**config.mk**
```make
export PLATFORM = sky130hd
export DESIGN_NAME = sts_hash
export DESIGN_NICKNAME = d
export VERILOG_FILES = /design/src/rtl/core/subarray_target_sum_search_unit_defines.svh /design/src/rtl/core/sts_pkg.sv /design/src/rtl/core/sts_hash.sv
export SDC_FILE = /design/constraint.sdc
export NUM_CORES = 1
export LEC_CHECK = 0
export ABC_AREA = 1
export BUFFER_PORTS_ARGS = -buffer_cell sky130_fd_sc_hd__clkbuf_2
export CAP_MARGIN = 20
export CORE_MARGIN = 3
export CORE_UTILIZATION = 30
export CTS_CLUSTER_DIAMETER = 50
export DETAILED_ROUTE_END_ITERATION = 7
export SYNTH_ARGS = -nofsm -noshare
export SYNTH_HDL_FRONTEND = slang
export SYNTH_SLANG_ARGS = --single-unit
```
**constraint.sdc**
```tcl
create_clock -name clock -period 10.22 [get_ports clock]
set_clock_uncertainty 0.1 [all_clocks]
set_input_delay 1.022 -clock clock [delete_from_list [all_inputs] [get_ports clock]]
set_output_delay 1.022 -clock clock [all_outputs]
set_load 0.005 [all_outputs]
```
**src/rtl/core/subarray_target_sum_search_unit_defines.svh**
```systemverilog
// ---------------------------------------------------------------------------
// subarray target sum search assertion macros
// shared concurrent assertion forms for the search unit
// ---------------------------------------------------------------------------
`ifndef SUBARRAY_TARGET_SUM_SEARCH_UNIT_DEFINES_SVH
`define SUBARRAY_TARGET_SUM_SEARCH_UNIT_DEFINES_SVH

`ifndef SYNTH
`define STS_ASSERT_SAME(label, clk, rst, a, b) \
   label: assert property (@(posedge clk) disable iff (rst) (a) |-> (b)) \
      else $error("same-cycle check failed");
`define STS_ASSERT_NEXT(label, clk, rst, a, b) \
   label: assert property (@(posedge clk) disable iff (rst) (a) |=> (b)) \
      else $error("next-cycle check failed");
`else
`define STS_ASSERT_SAME(label, clk, rst, a, b)
`define STS_ASSERT_NEXT(label, clk, rst, a, b)
`endif

`endif

```
**src/rtl/core/sts_pkg.sv**
```systemverilog
// ---------------------------------------------------------------------------
// sts_pkg
// shared types and constants of the subarray target sum search unit
// ---------------------------------------------------------------------------
package sts_pkg;

   localparam int DEF_TABLE_ENTRIES = 1024;
   localparam int DEF_BUCKET_WAYS   = 4;
   localparam int DEF_MAX_ITEMS     = 65536;

   localparam int KEY_W = 48;
   localparam int EPOS_W = 16;
   localparam int GEN_W = 8;
   localparam int POS_W = 17;

   localparam logic [31:0] HASH_MUL_LO = 32'h7F4A7C15;
   localparam logic [31:0] HASH_MUL_HI = 32'h9E3779B9;

   typedef struct packed {
      logic [GEN_W-1:0]  gen;
      logic [EPOS_W-1:0] pos;
      logic [KEY_W-1:0]  key;
   } entry_type;

   typedef enum logic [2:0] {
      STS_SEARCH        = 3'd0,
      STS_FOUND_NOW     = 3'd1,
      STS_FOUND_EARLIER = 3'd2,
      STS_BUCKET_FULL   = 3'd3,
      STS_POS_OVERFLOW  = 3'd4
   } status_type;

   typedef enum logic [2:0] {
      ST_IDLE,
      ST_SWEEP,
      ST_EVAL,
      ST_HASH,
      ST_LOOK_RD,
      ST_LOOK_CHK,
      ST_INS_RD,
      ST_INS_WR
   } state_type;

endpackage

```
**src/rtl/core/sts_hash.sv**
```systemverilog
// ---------------------------------------------------------------------------
// sts_hash
// multi-cycle bucket hash: xor-shift, split 64-bit multiply, set modulo
// ---------------------------------------------------------------------------
module sts_hash
   import sts_pkg::*;
#(
   parameter int NUM_SETS = DEF_TABLE_ENTRIES / DEF_BUCKET_WAYS,
   parameter int SET_W    = 8
) (
   input  logic                 clock,
   input  logic                 reset,
   input  logic                 start,
   input  logic [KEY_W-1:0]     key,
   output logic                 done,
   output logic [SET_W-1:0]     set_idx
);

   localparam bit IS_POW2   = (NUM_SETS & (NUM_SETS - 1)) == 0;
   localparam int MOD_STEPS = IS_POW2 ? 0 : 3;
   localparam int DONE_CNT  = 2 + MOD_STEPS;
   // reciprocal of the set count scaled by 2^32, quotient estimate is low by at most one
   localparam logic [31:0] RECIP = 32'((64'd1 << 32) / 64'(NUM_SETS));

   logic                busy_ff;
   logic [5:0]          cnt_ff;
   logic [KEY_W-1:0]    x_ff;
   logic [55:0]         p0_ff, p1_ff, p2_ff;
   logic [7:0]          p3_ff;
   logic [31:0]         hi_ff;
   logic [63:0]         prod_ff;
   logic [31:0]         rem_ff;
   logic [63:0]         sum_in;

   always_comb begin
      sum_in = 64'(p0_ff) + (64'(p1_ff) << 24) + (64'(p2_ff) << 32) + ({p3_ff, 56'd0});
   end

   assign done    = busy_ff && (cnt_ff == 6'(DONE_CNT));
   assign set_idx = IS_POW2 ? SET_W'(hi_ff & 32'(NUM_SETS - 1)) : rem_ff[SET_W-1:0];

   always_ff @(posedge clock) begin
      if (reset) begin
         busy_ff <= 1'b0;
         cnt_ff  <= '0;
      end else if (start) begin
         busy_ff <= 1'b1;
         cnt_ff  <= '0;
         x_ff    <= key ^ (key >> 17);
      end else if (busy_ff) begin
         cnt_ff <= cnt_ff + 6'd1;
         if (done) begin
            busy_ff <= 1'b0;
         end
         if (cnt_ff == 6'd0) begin
            p0_ff <= x_ff[23:0] * HASH_MUL_LO;
            p1_ff <= x_ff[47:24] * HASH_MUL_LO;
            p2_ff <= x_ff[23:0] * HASH_MUL_HI;
            p3_ff <= x_ff[31:24] * HASH_MUL_HI[7:0];
         end else if (cnt_ff == 6'd1) begin
            hi_ff <= sum_in[63:32];
         end else if (!done) begin
            if (cnt_ff == 6'd2) begin
               prod_ff <= hi_ff * RECIP;
            end else if (cnt_ff == 6'd3) begin
               rem_ff <= hi_ff - prod_ff[63:32] * 32'(NUM_SETS);
            end else if (rem_ff >= 32'(NUM_SETS)) begin
               rem_ff <= rem_ff - 32'(NUM_SETS);
            end
         end
      end
   end

endmodule

```
# --- Yosys cells after proc, flatten, opt, wreduce, memory -nomap -nowiden ---
# Cells that the tools add are included.
op_classes:
  add_sub_neg: 4
  n_mul: 3
  eq_ne: 2
  muxes: 3
  bitwise_logic: 4
  reduce_logical: 6
ops:
  columns: ["cell", "n"]
  rows:
  - ["$add A40 B40 Y40", 2]
  - ["$xor A48 B31 Y48", 1]
  - ["$add A40 B1 Y40 const B", 1]
  - ["$mul A24 B31 Y40 const B", 1]
  - ["$mul A24 B32 Y8 const B", 1]
  - ["$mul A24 B31 Y16 const B", 1]
  - ["$add A6 B1 Y6 const B", 1]
  - ["$eq A6 B1 Y1 const B", 1]
  - ["$eq A6 B2 Y1 const B", 1]
  - ["$logic_not A6 Y1", 1]
  - ["$reduce_and A5 Y1", 1]
  - ["$reduce_and A4 Y1", 1]
  - ["$mux W1", 3]
  - ["$not A1 Y1", 3]
  - ["$reduce_and A2 Y1", 1]
  - ["$reduce_or A2 Y1", 1]
  - ["$logic_and A1 B1 Y1", 1]
word_totals:
  register_bits: 127
  in_bits: 51
  out_inout_bits: 9
  elab_cells: 29

# --- Depth between registers and ports, before layout ---
logic_depth:
  depth_word: 5
  ltp_mapped: 26
  ltp_nobuf: 26

# --- Least setup slack after synthesis ---
# OpenSTA, ideal clock, no wires.
synth_timing:
  path_kind: "register to register"
  from: "register x_ff[4]"
  to: "register p0_ff[39] (data pin)"
  arrival_time_ns: 5.590
  required_time_ns: 9.868
  path_slack_ns: 4.278
  stages_incl_launch_ff: 26
  path_buffers: 0
  synth_period_minus_slack_ns: 5.942
  cell_sequence: "edfxtp_1 fa_1 inv_1 fa_1 inv_1 ha_1 inv_1 fa_1 inv_1 fa_1 fa_1 inv_1 fa_1 inv_1 ha_1 nand2_2 nor2_2 inv_1 nor2_2 nand2_1 clkinv_1 nand3_2 nand3_2 inv_1 nand2_1 nand2_1"
synth_via:
  elab_chain_cells: 1
synth_rtl:
  columns: ["element", "line", "source"]
  rows:
  - ["from (decl)", "sts_hash.sv:27", "logic [KEY_W-1:0] x_ff;"]
  - ["from (signal assigned)", "sts_hash.sv:49", "x_ff <= key ^ (key >> 17);"]
  - ["$mul A24 B31 Y40", "sts_hash.sv:56", "p0_ff <= x_ff[23:0] * HASH_MUL_LO;"]
  - ["to (signal assigned)", "sts_hash.sv:56", null]
  - ["to (decl)", "sts_hash.sv:28", "logic [55:0] p0_ff, p1_ff, p2_ff;"]
# Every way passes these cells.
# A chain may end at the register's enable or synchronous reset.

# --- Final worst setup path ---
layout_timing:
  from: "register x_ff[2]"
  to: "register p0_ff[37] (data pin)"
# Same word-level chain as after synthesis.

==> results.sh <==
export IMPL_slowest_stage="edfxtp_1"
export IMPL_syn_area_um2=16200
export IMPL_path_class="reg -> reg"
export IMPL_fin_crit_ps=6820
export IMPL_hold_buffers=0
export IMPL_synth_fp_nets=2327
export IMPL_path_cells="fa_1, fa_1, inv_1, fa_1, fa_1, inv_1, fa_1, fa_1, inv_1, fa_1, inv_1, ha_1, inv_1, o21bai_1, a21oi_1, o21ai_0, a21oi_1, nand2_1, nand2_1, nand2_1"
export IMPL_rows=84
export IMPL_grt_total_usage_pct=15.3
export IMPL_antenna_found_initial=0
export IMPL_die_area_um2=57000
export IMPL_cpPeakStageDelay_ps=950
export IMPL_num_nets_final=2399
export IMPL_clock_latency_ps=380
export IMPL_final_cell_count_no_fill=2509
export IMPL_postCtsSetupBuffers=0
export IMPL_tns_ps=0
export IMPL_cts_tree="done"
export IMPL_layout_setup_ws_ps=3400
export IMPL_grt_pass1_wl_um=66100
export IMPL_grt_pass1_vias=11973
export IMPL_seqCellArea_um2=2780
export IMPL_timing_fmax_mhz=147
export IMPL_min_path_type="reg -> reg"
export IMPL_start_util_pct=30.6
export IMPL_grt_max_degree=41
export IMPL_drt_drc_violations_left=0
export IMPL_synthCells=1744
export IMPL_slew_viol_final=0
export IMPL_post_dp_cell_area_um2=17400
export IMPL_crit_family="adder cells"
export IMPL_cts_resized=0
export IMPL_synth_seq_cells=95
export IMPL_synth_cell_types=34
export IMPL_cts_sinks=95
export IMPL_avgSynthCellArea_um2=9.31
export IMPL_yosysWarnings=0
export IMPL_clock_path_buffers=2
export IMPL_fillCellCount=5438
export IMPL_die_w_um=239
export IMPL_io_pins=60
export IMPL_final_area_um2=17700
export IMPL_root_buffer="clkbuf_16"
export IMPL_io_buffers=59
export IMPL_status="finished clean"
export IMPL_drive_gt1_share_pct=5.05
export IMPL_dp_cells=2493
export IMPL_wl_per_cell_um=16.8
export IMPL_dp_hpwl_um=37100
export IMPL_crit_path_end_kind="register"
export IMPL_viasPerCell=4.47
export IMPL_seq_area_frac_synth_pct=17.1
export IMPL_first_pass_iters=5
export IMPL_multi_input_area_um2=11600
export IMPL_rsz0062_at_grt="false"
export IMPL_worst_pin_slew_ps=918
export IMPL_cpMostUsedCell="fa_1"
export IMPL_ant_nets=0
export IMPL_numCtsBuffers=9
export IMPL_finalHoldViolations=0
export IMPL_cp_max_fo=11
export IMPL_mostFrequentLayoutCell="inv_1"
export IMPL_maxCapViolCount=0
export IMPL_crit_required_ps=10250
export IMPL_crit_path_start_kind="register"
export IMPL_final_setup_viol_count=0
export IMPL_dp_slack_ps=3340
export IMPL_grt_ovfl_total=0
export IMPL_drt_iter0_markers=630
export IMPL_cts_clk_slew_worst_paths_ps=70
export IMPL_vias=11221
export IMPL_core_area_um2=53100
export IMPL_min_period_over_period_pct=66.7
export IMPL_gp_congestion=0.936
export IMPL_num_antenna_cells=0
export IMPL_crit_arrival_ps=6850
export IMPL_crit_buf_inv=5
export IMPL_wl_um=42100
export IMPL_max_slew_margin_pct=38.8
export IMPL_area_delta_synth_final_pct=9.15
export IMPL_most_common_layout_cells="507 x inv_1, 293 x ha_1, 243 x nand2_1, 239 x fa_1, 88 x edfxtp_1"
export IMPL_htreeDepth=3
export IMPL_die_h_um=239
[state kept, by name, indices dropped and copies added (netlist names)]
| signal | flops |
|---|---|
| busy_ff | 1 |
| cnt_ff | 6 |
| hi_ff | 8 |
| p0_ff | 16 |
| p1_ff | 16 |
| p2_ff | 8 |
| x_ff | 40 |
[tightest hold or removal path, cell delays in order, from the launching register on]
cell and delay (ps):
dfxtp_1 310, inv_1 60, a21oi_1 50
[final timing paths]
path	start	endpoint	slack [ps]	cells past startpoint
setup reg to reg	x_ff[2]$_DFFE_PP_	p0_ff[37]$_DFFE_PP_	3400	20
hold reg to reg	cnt_ff[5]$_SDFFE_PN0P_	cnt_ff[5]$_SDFFE_PN0P_	370	2
setup / recovery	x_ff[2]$_DFFE_PP_	p0_ff[37]$_DFFE_PP_	3400	20
hold / removal	cnt_ff[5]$_SDFFE_PN0P_	cnt_ff[5]$_SDFFE_PN0P_	370	2
[area by class of cell]
type                            count  area share (%)
Inverter                          508            10.8
Timing Repair Buffer               61            1.75
Multi-Input combinational cell   1141            65.2
Sequential cell                    95            15.7
Tap cell                          688            4.86
Clock buffer                       11            1.49
Clock inverter                      5           0.205
[cell usage after synthesis (all sizes together)]
cell       n  share of area [%]
a21oi     56                1.7
a221oi     2               0.11
dfxtp      7               0.86
a21o      10               0.46
nor3       9               0.28
o211ai     1              0.046
o31ai      1              0.046
edfxtp    88                 16
nand2    246                5.7
a21boi     1              0.046
xnor2     25                1.3
o21bai    16               0.76
inv      507                 12
nand3     45                1.4
nor2      92                2.2
a31oi      5               0.19
nand3b     8               0.37
nor4       2               0.12
xor2      57                3.1
clkinv     1              0.023
nand4      8               0.31
a211oi     1              0.046
ha       293                 23
o21ai     20               0.62
o2111ai    1              0.054
fa       239                 29
or2        2              0.077
o21a       1              0.046
[logic make-up after synthesis]
kind of cell	after synthesis	share of synthesized area, %
adders and majority gates	532	52.0
buffers and inverters	508	11.7
DFF	95	17.1
xor gates and xnor gates	82	4.42
and+or+nand+nor	412	10.5
AOI/OAI and AO/OA	115	4.15
[through the flow]
stage,hold slack [ps],utilization (%)
after floorplan,339,-
after global placement,351,32.8
after detailed placement,359,32.8
after CTS,373,33.4
after global routing,383,33.4
final,371,33.4
[per-layer routing]
layer,vias up,wire length [um],GRT usage [%]
met4,0,1150,4.34
met3,60,1970,2.60
met2,240,19800,25.4
li1,5487,-,-
met1,5434,19200,20.5
met5,-,0,0
Power is left out: the tool's default activity adds up to more than one toggle a clock period on the data nets, which glitch-free logic cannot reach.
